`config.mk`:
```
export PLATFORM = sky130hd
export DESIGN_NAME = three_stacks_in_one_memory
export DESIGN_NICKNAME = d
export VERILOG_FILES = /design/src/design/tsm_pkg.sv /design/src/design/tsm_ctrl.sv /design/src/design/tsm_dp.sv /design/src/design/three_stacks_in_one_memory.sv
export SDC_FILE = /design/constraint.sdc
export NUM_CORES = 2
export LEC_CHECK = 0
export ABC_AREA = 1
export BUFFER_PORTS_ARGS = -buffer_cell sky130_fd_sc_hd__buf_2
export CAP_MARGIN = 25
export CORE_UTILIZATION = 45
export DETAILED_ROUTE_END_ITERATION = 8
export PLACE_DENSITY_LB_ADDON = 0.2
export SLEW_MARGIN = 15
export SYNTH_ARGS = -nofsm -noshare
export SYNTH_HDL_FRONTEND = slang
export SYNTH_HIERARCHICAL = 1
export SYNTH_SLANG_ARGS = --single-unit
```
`constraint.sdc`:
```
create_clock -name clk -period 6.3 [get_ports clk]
set_input_delay 0 -clock clk [delete_from_list [all_inputs] [get_ports clk]]
set_output_delay 0 -clock clk [all_outputs]
set_load 0.01 [all_outputs]
```
`src/design/tsm_pkg.sv`:
```
`timescale 1ns / 1ps
// ----------------------------------------------------------------------------
// tsm_pkg
// Shared types and constants for the three-stack shared-memory block.
// ----------------------------------------------------------------------------
package tsm_pkg;

  localparam int NUM_STACKS  = 3;
  localparam int MAX_SLOTS   = 16;
  localparam int DATA_WIDTH  = 32;
  localparam int STORE_DEPTH = NUM_STACKS * MAX_SLOTS;

  localparam int ADDR_W = $clog2(STORE_DEPTH);
  localparam int IDX_W  = ADDR_W + 1;
  localparam int FILL_W = $clog2(MAX_SLOTS + 1);
  localparam int SIDX_W = $clog2(NUM_STACKS);
  localparam int CFG_W  = 5;
  localparam int SEL_W  = 2;

  localparam logic [CFG_W-1:0] SLOTS_RESET = CFG_W'(16);

  localparam logic [1:0] ACT_PUSH = 2'd0;
  localparam logic [1:0] ACT_POP  = 2'd1;
  localparam logic [1:0] ACT_PEEK = 2'd2;
  localparam logic [1:0] ACT_NOP  = 2'd3;

  localparam logic [1:0] ST_DONE  = 2'd0;
  localparam logic [1:0] ST_FULL  = 2'd1;
  localparam logic [1:0] ST_EMPTY = 2'd2;

  typedef struct packed {
    logic [1:0]                   action;
    logic [SEL_W-1:0]             stack_select;
    logic signed [DATA_WIDTH-1:0] push_value;
  } req_t;

  typedef struct packed {
    logic signed [DATA_WIDTH-1:0] read_value;
    logic [1:0]                   status;
    logic                         now_empty;
    logic                         now_full;
  } rsp_t;

  typedef struct packed {
    logic capture;
    logic exec;
    logic load;
  } cmd_t;

endpackage

```
`src/design/tsm_ctrl.sv`:
```
`timescale 1ns / 1ps
// ----------------------------------------------------------------------------
// tsm_ctrl
// Sequencer: accept a request, execute it, load the result register.
// ----------------------------------------------------------------------------
module tsm_ctrl (
  input  logic          clk,
  input  logic          rst,
  input  logic          in_valid,
  output logic          in_stall,
  output logic          out_valid,
  input  logic          out_stall,
  output tsm_pkg::cmd_t cmd
);
  import tsm_pkg::*;

  typedef enum logic [1:0] {S_IDLE, S_EXEC, S_LOAD} state_t;

  state_t state;
  logic   can_load;

  assign can_load    = (state == S_LOAD) && (!out_valid || !out_stall);
  assign cmd.capture = in_valid && !in_stall;
  assign cmd.exec    = (state == S_EXEC);
  assign cmd.load    = can_load;

  always_ff @(posedge clk) begin
    if (rst) begin
      state     <= S_IDLE;
      in_stall  <= 1'b0;
      out_valid <= 1'b0;
    end else begin
      if (can_load) begin
        out_valid <= 1'b1;
      end else if (out_valid && !out_stall) begin
        out_valid <= 1'b0;
      end
      case (state)
        S_IDLE: begin
          if (cmd.capture) begin
            state    <= S_EXEC;
            in_stall <= 1'b1;
          end
        end
        S_EXEC: begin
          state <= S_LOAD;
        end
        S_LOAD: begin
          if (can_load) begin
            in_stall <= 1'b0;
            state    <= S_IDLE;
          end
        end
        default: begin
          state    <= S_IDLE;
          in_stall <= 1'b0;
        end
      endcase
    end
  end

endmodule

```
`src/design/tsm_dp.sv`:
```
`timescale 1ns / 1ps
// ----------------------------------------------------------------------------
// tsm_dp
// Datapath: capacity register, fill counters, shared entry memory and
// result register.
// ----------------------------------------------------------------------------
module tsm_dp (
  input  logic                   clk,
  input  logic                   rst,
  input  tsm_pkg::cmd_t          cmd,
  input  tsm_pkg::req_t          in_req,
  input  logic                   cfg_we,
  input  logic [tsm_pkg::CFG_W-1:0] cfg_wdata,
  output tsm_pkg::rsp_t          out_rsp
);
  import tsm_pkg::*;

  logic [CFG_W-1:0]             slots;
  logic [FILL_W-1:0]            stack_fill [NUM_STACKS];
  logic signed [DATA_WIDTH-1:0] mem [STORE_DEPTH];

  req_t                         req;
  logic signed [DATA_WIDTH-1:0] rd_data;
  logic                         rd_ok;
  logic [1:0]                   res_status;
  logic                         res_empty;
  logic                         res_full;

  logic [FILL_W-1:0] cap;
  logic              sel_ok;
  logic [SIDX_W-1:0] sel_ix;
  logic [FILL_W-1:0] fill;
  logic [FILL_W-1:0] fill_next;
  logic [IDX_W-1:0]  base;
  logic [IDX_W-1:0]  idx_push;
  logic [IDX_W-1:0]  idx_pop;
  logic              push_ok;
  logic              read_ok;
  logic [1:0]        status_next;

  always_comb begin
    if (slots == '0) begin
      cap = FILL_W'(1);
    end else if (32'(slots) > MAX_SLOTS) begin
      cap = FILL_W'(MAX_SLOTS);
    end else begin
      cap = FILL_W'(slots);
    end
  end

  assign sel_ok   = (32'(req.stack_select) < NUM_STACKS);
  assign sel_ix   = SIDX_W'(req.stack_select);
  assign base     = IDX_W'(sel_ix) * IDX_W'(cap);
  assign idx_push = base + IDX_W'(fill);
  assign idx_pop  = idx_push - IDX_W'(1);

  always_comb begin
    fill        = '0;
    fill_next   = '0;
    push_ok     = 1'b0;
    read_ok     = 1'b0;
    status_next = ST_DONE;
    if (sel_ok) begin
      fill      = stack_fill[sel_ix];
      fill_next = fill;
      case (req.action)
        ACT_PUSH: begin
          if (fill >= cap) begin
            status_next = ST_FULL;
          end else begin
            push_ok   = 1'b1;
            fill_next = fill + FILL_W'(1);
          end
        end
        ACT_POP, ACT_PEEK: begin
          if (fill == '0) begin
            status_next = ST_EMPTY;
          end else begin
            read_ok = 1'b1;
            if (req.action == ACT_POP) begin
              fill_next = fill - FILL_W'(1);
            end
          end
        end
        default: begin
          status_next = ST_DONE;
        end
      endcase
    end else begin
      case (req.action)
        ACT_PUSH:          status_next = ST_FULL;
        ACT_POP, ACT_PEEK: status_next = ST_EMPTY;
        default:           status_next = ST_DONE;
      endcase
    end
  end

  always_ff @(posedge clk) begin
    if (rst) begin
      slots <= SLOTS_RESET;
      for (int i = 0; i < NUM_STACKS; i++) begin
        stack_fill[i] <= '0;
      end
    end else begin
      if (cfg_we) begin
        slots <= cfg_wdata;
      end
      if (cmd.exec && sel_ok) begin
        stack_fill[sel_ix] <= fill_next;
      end
    end
  end

  always_ff @(posedge clk) begin
    if (cmd.capture) begin
      req <= in_req;
    end
    if (cmd.exec) begin
      rd_ok      <= read_ok;
      res_status <= status_next;
      res_empty  <= !sel_ok || (fill_next == '0);
      res_full   <= !sel_ok || (fill_next >= cap);
    end
    if (cmd.load) begin
      out_rsp.read_value <= rd_ok ? rd_data : '0;
      out_rsp.status     <= res_status;
      out_rsp.now_empty  <= res_empty;
      out_rsp.now_full   <= res_full;
    end
  end

  always_ff @(posedge clk) begin
    if (cmd.exec && push_ok && (32'(idx_push) < STORE_DEPTH)) begin
      mem[idx_push[ADDR_W-1:0]] <= req.push_value;
    end
    if (cmd.exec && read_ok && (32'(idx_pop) < STORE_DEPTH)) begin
      rd_data <= mem[idx_pop[ADDR_W-1:0]];
    end
  end

endmodule

```
`src/design/three_stacks_in_one_memory.sv`:
```
`timescale 1ns / 1ps
// An accepted request passes through the execute and load states before result valid;
//   the load waits while a held result is stalled. The sequencer handles one request
//   at a time (execute with one memory access, then load the result register).
// A result waiting on out_stall does not block acceptance of the next request.
// Reset (synchronous, active high) empties all stacks and sets capacity to 16.
// ----------------------------------------------------------------------------
// three_stacks_in_one_memory
// Three fixed-partition LIFO stacks sharing one entry memory.
// ----------------------------------------------------------------------------
module three_stacks_in_one_memory (
  input  logic                      clk,
  input  logic                      rst,
  input  logic                      in_valid,
  output logic                      in_stall,
  input  tsm_pkg::req_t             in_req,
  output logic                      out_valid,
  input  logic                      out_stall,
  output tsm_pkg::rsp_t             out_rsp,
  input  logic                      cfg_we,
  input  logic [tsm_pkg::CFG_W-1:0] cfg_wdata
);
  import tsm_pkg::*;

  cmd_t cmd;

  tsm_ctrl u_ctrl (
    .clk       (clk),
    .rst       (rst),
    .in_valid  (in_valid),
    .in_stall  (in_stall),
    .out_valid (out_valid),
    .out_stall (out_stall),
    .cmd       (cmd)
  );

  tsm_dp u_dp (
    .clk       (clk),
    .rst       (rst),
    .cmd       (cmd),
    .in_req    (in_req),
    .cfg_we    (cfg_we),
    .cfg_wdata (cfg_wdata),
    .out_rsp   (out_rsp)
  );

  a_accept_blocks: assert property (@(posedge clk) disable iff (rst)
    (in_valid && !in_stall) |=> in_stall)
    else $error("request accepted while another is in flight");

  a_full_flag: assert property (@(posedge clk) disable iff (rst)
    (out_valid && out_rsp.status == ST_FULL) |-> out_rsp.now_full)
    else $error("full refusal without full flag");

  a_empty_flag: assert property (@(posedge clk) disable iff (rst)
    (out_valid && out_rsp.status == ST_EMPTY) |->
      (out_rsp.now_empty && out_rsp.read_value == '0))
    else $error("empty refusal with data or without empty flag");

  a_result_source: assert property (@(posedge clk) disable iff (rst)
    $rose(out_valid) |-> $past(in_stall))
    else $error("result without a request in flight");

endmodule
```
==> summary.txt <==
Logic synthesis
  – Sequential area share after synthesis: roughly three quarters
  – Top cell type by total area after synthesis: edfxtp_1
  – YS warnings: 6
  – Area share of the largest cell type after synthesis: between 70% and 80%
  – Synth cell types: 34
  – Syn Inst Count: ~5100
  – Mapped cell area: 66200 um2
  – Yosys reg bits: 1676
  – Synth area leaders: edfxtp_1 (76%), o21ai_0 (6.1%), nor2_1 (5.0%), o22ai_1 (3.6%), nand2_1 (3.5%)
  – Syn Area/Cell: 12.9 um2

Timing
  – Finish-stage setup viols: 0
  – Final worst-path cycle share: a little under nine tenths
  – RSZ-0062 raised after global routing: false
  – Setup TNS after final layout: 0 ps
  – Worst-margin pin slew: between 1000 and 1500 ps
  – Final hold violation count: 0
  – Fin. max-slew vios: 0
  – Final setup skew: approximately 26 ps
  – Fin crit period: between 5000 and 6000 ps
  – Worst slew margin: between 30% and 40%
  – Fmax: between 0.15 and 0.2 GHz

CTS
  – Sink Count: roughly 1700
  – Resized cells post-CTS: 0
  – Hold_buf cts: 99
  – Clk Tree Root Cell: clkbuf_16
  – # Post-CTS Setup Buffers: 0
  – CTS tree: built
  – H-tree Lvls: 4
  – Clock Tree Buf Depth: 3
  – Reg clk slew, reported paths: 60 ps
  – Skew-Pair Late Insertion Delay: 810 ps
  – Num CTS Buffers: 170

Die
  – Die area: 149000 um2
  – Die width: approximately 390 um
  – Row count: 140
  – Die height: 385 um
  – I/O pin count: 84
  – Initial Utilization: 45.4%
  – Core Region: between 100000 and 150000 um2

Global route
  – GRT Overall Usage: around a quarter
  – Initial antenna violation count: 9
  – Vias in the first global route: around 40000
  – Gr ovfl total: 0
  – First-pass GRT wire length: 280000 um
  – Largest net degree at the start of global routing: 220

Route
  – Post-route antenna net violation count: 0
  – Mean routed wirelength per cell: roughly 26 um
  – Final wirelength: slightly below 200000 um
  – Avg Vias per Cell: 5.80
  – Via count: about 43000
  – Drt pass-1 iters: 8
  – DR DRC count: 0
  – Initial DRC count: between 4000 and 5000

Worst setup path
  – Worst EP arrival: ~6000 ps
  – Worst path most repeated cell: nand2_1
  – Largest fanout on the critical path: 27
  – CP top delay family: buffers and inverters
  – Buf+Inv Stages, Crit Path: 4
  – Req. time, crit path: approximately 6800 ps
  – Endpoint class of the critical path: flip-flop
  – CP max-delay cell: fa_1
  – Startpoint Class: flip-flop
  – Sequence of cells on the critical path: clkinv_1, nand2_1, nand3_1, nand2_1, nor2_1, fa_1, ha_1, fa_1, nor2_1, nand2_1, xnor2_4, inv_4, buf_4, buf_4, a21oi_1, o21ai_1, nand2_1
  – CP peak stage delay: roughly 620 ps
  – WS Path Type: reg2reg

Hold path
  – Worst min-delay path class: in2reg
  – Worst hold start: in_req[33]

Cells and area
  – Share of cells above drive strength 1: under 10%
  – Layout area overhead: 14.3%
  – Register area: 50200 um2
  – # fillers: about 12000
  – Post-route cell area: 75600 um2
  – Net count, final: between 5000 and 6000
  – Multi-input gate area: around 15000 um2

Pwr
  – PwrDens: 402 nW/um2
  – Leak: ~25 nW
  – Worst vdd ir: between 0.5 and 0.6 mV

Placement
  – Area post-placement: 69300 um2
  – Placer Congestion: between 0.8 and 0.9
  – Port Buffers: between 80 and 90
  – Post-detail-place hpwl: approximately 110000 um

Flow run
  – Max-cap violations: 0

Outcome
  – Status: complete, no violations
[registers in the layout (all words and copies together), names as in the netlist, 2 cells and up, named ones only]
name	count
u_ctrl/state	2
u_dp/mem	1536
u_dp/out_rsp	36
u_dp/rd_data	32
u_dp/req	34
u_dp/res_status	2
u_dp/sel_ix	2
u_dp/slots	5
u_dp/stack_fill	20
[path summary, 6_finish.rpt]
| kind | endpoint | slack [ps] | cells past startpoint |
|---|---|---|---|
| hold / removal | flip-flop | 40 | 4 |
| setup reg to reg | u_dp/rd_data[1] | 890 | 17 |
| hold reg to reg | u_dp/out_rsp[2] | 420 | 0 |
| setup / recovery | u_dp/rd_data[1] | 890 | 17 |
[stage by stage]
stage	util (%)	hold WS, ps	power, W	std cells	worst slack [ps]
detailed placement	47.6	178	0.0208	6958	991
global placement	47.6	177	0.0208	6958	958
global route	51.9	37.6	0.0315	7364	506
floorplan	-	69.1	0.0174	5152	1400
CTS	51.9	10.7	0.0304	7364	976
finish	51.9	39.7	0.0304	7365	886
[power by group]
part | internal (W) | switching, W | total, W
registers | 0.0125 | 0.0000364 | 0.0125
clock network | 0.00549 | 0.00417 | 0.00966
logic | 0.00206 | 0.00615 | 0.00821
total | 0.0200 | 0.0104 | 0.0304
[logic make-up after synthesis]
family / Yosys count / synth area share [%]
compound gates: 1309 / 10.7
xor+xnor: 6 / 0.176
fa+ha+maj: 27 / 0.567
buf+inv: 433 / 2.65
flops: 1676 / 75.9
other cells: 1 / 0.00567
simple gates: 1696 / 10.0
[synth_stat cells (all sizes together)]
library cell     n
conb             1
clkinv           1
edfxtp        1665
nand3          192
a21boi           1
dfxtp           11
nor2           885
o22ai          384
fa               5
nand4            2
o211ai          13
inv             97
or2              1
o21a             3
nor3             2
a31oi            1
nand2          614
ha              22
buf             99
xor2             2
o21ai          827
xnor2            4
clkbuf         236
a21oi           79
a21o             1
[placed cells by master (no fill, tap or decap), drive strengths merged, types with 13 or more instances in the layout]
cell type       n
a21oi          79
buf           224
clkbuf        216
clkinv         71
dlygate4sd3    99
edfxtp       1665
ha             22
inv           103
nand2         614
nand3         192
nor2          885
o211ai         13
o21ai         827
o22ai         384
[metal layers]
metal  GRT usage, %  vias to the layer above  routed length, um
met5              0                        -                 27
met4           12.2                        4               8820
met3           5.01                      334              16400
met2           40.8                     1847              90600
met1           35.4                    21400              79000
li1               -                    19200                  -
[final cells by class]
type                       instances  share of cell area, %
sequential                      1676                   66.4
multi-input combinational       3043                   19.4
clock buffer                     216                   6.05
timing repair buffer             323                   3.54
tap                             1917                   3.17
clock inverter                    91                  0.927
inverter                          98                  0.520
antenna                            1                0.00331
[tightest hold or removal path, stage by stage]
cell	delay [ps]
dlygate4sd3_1	520
buf_2	110
nand2_1	50
o21ai_0	110
No activity file was read; power rests on OpenSTA's default activity.
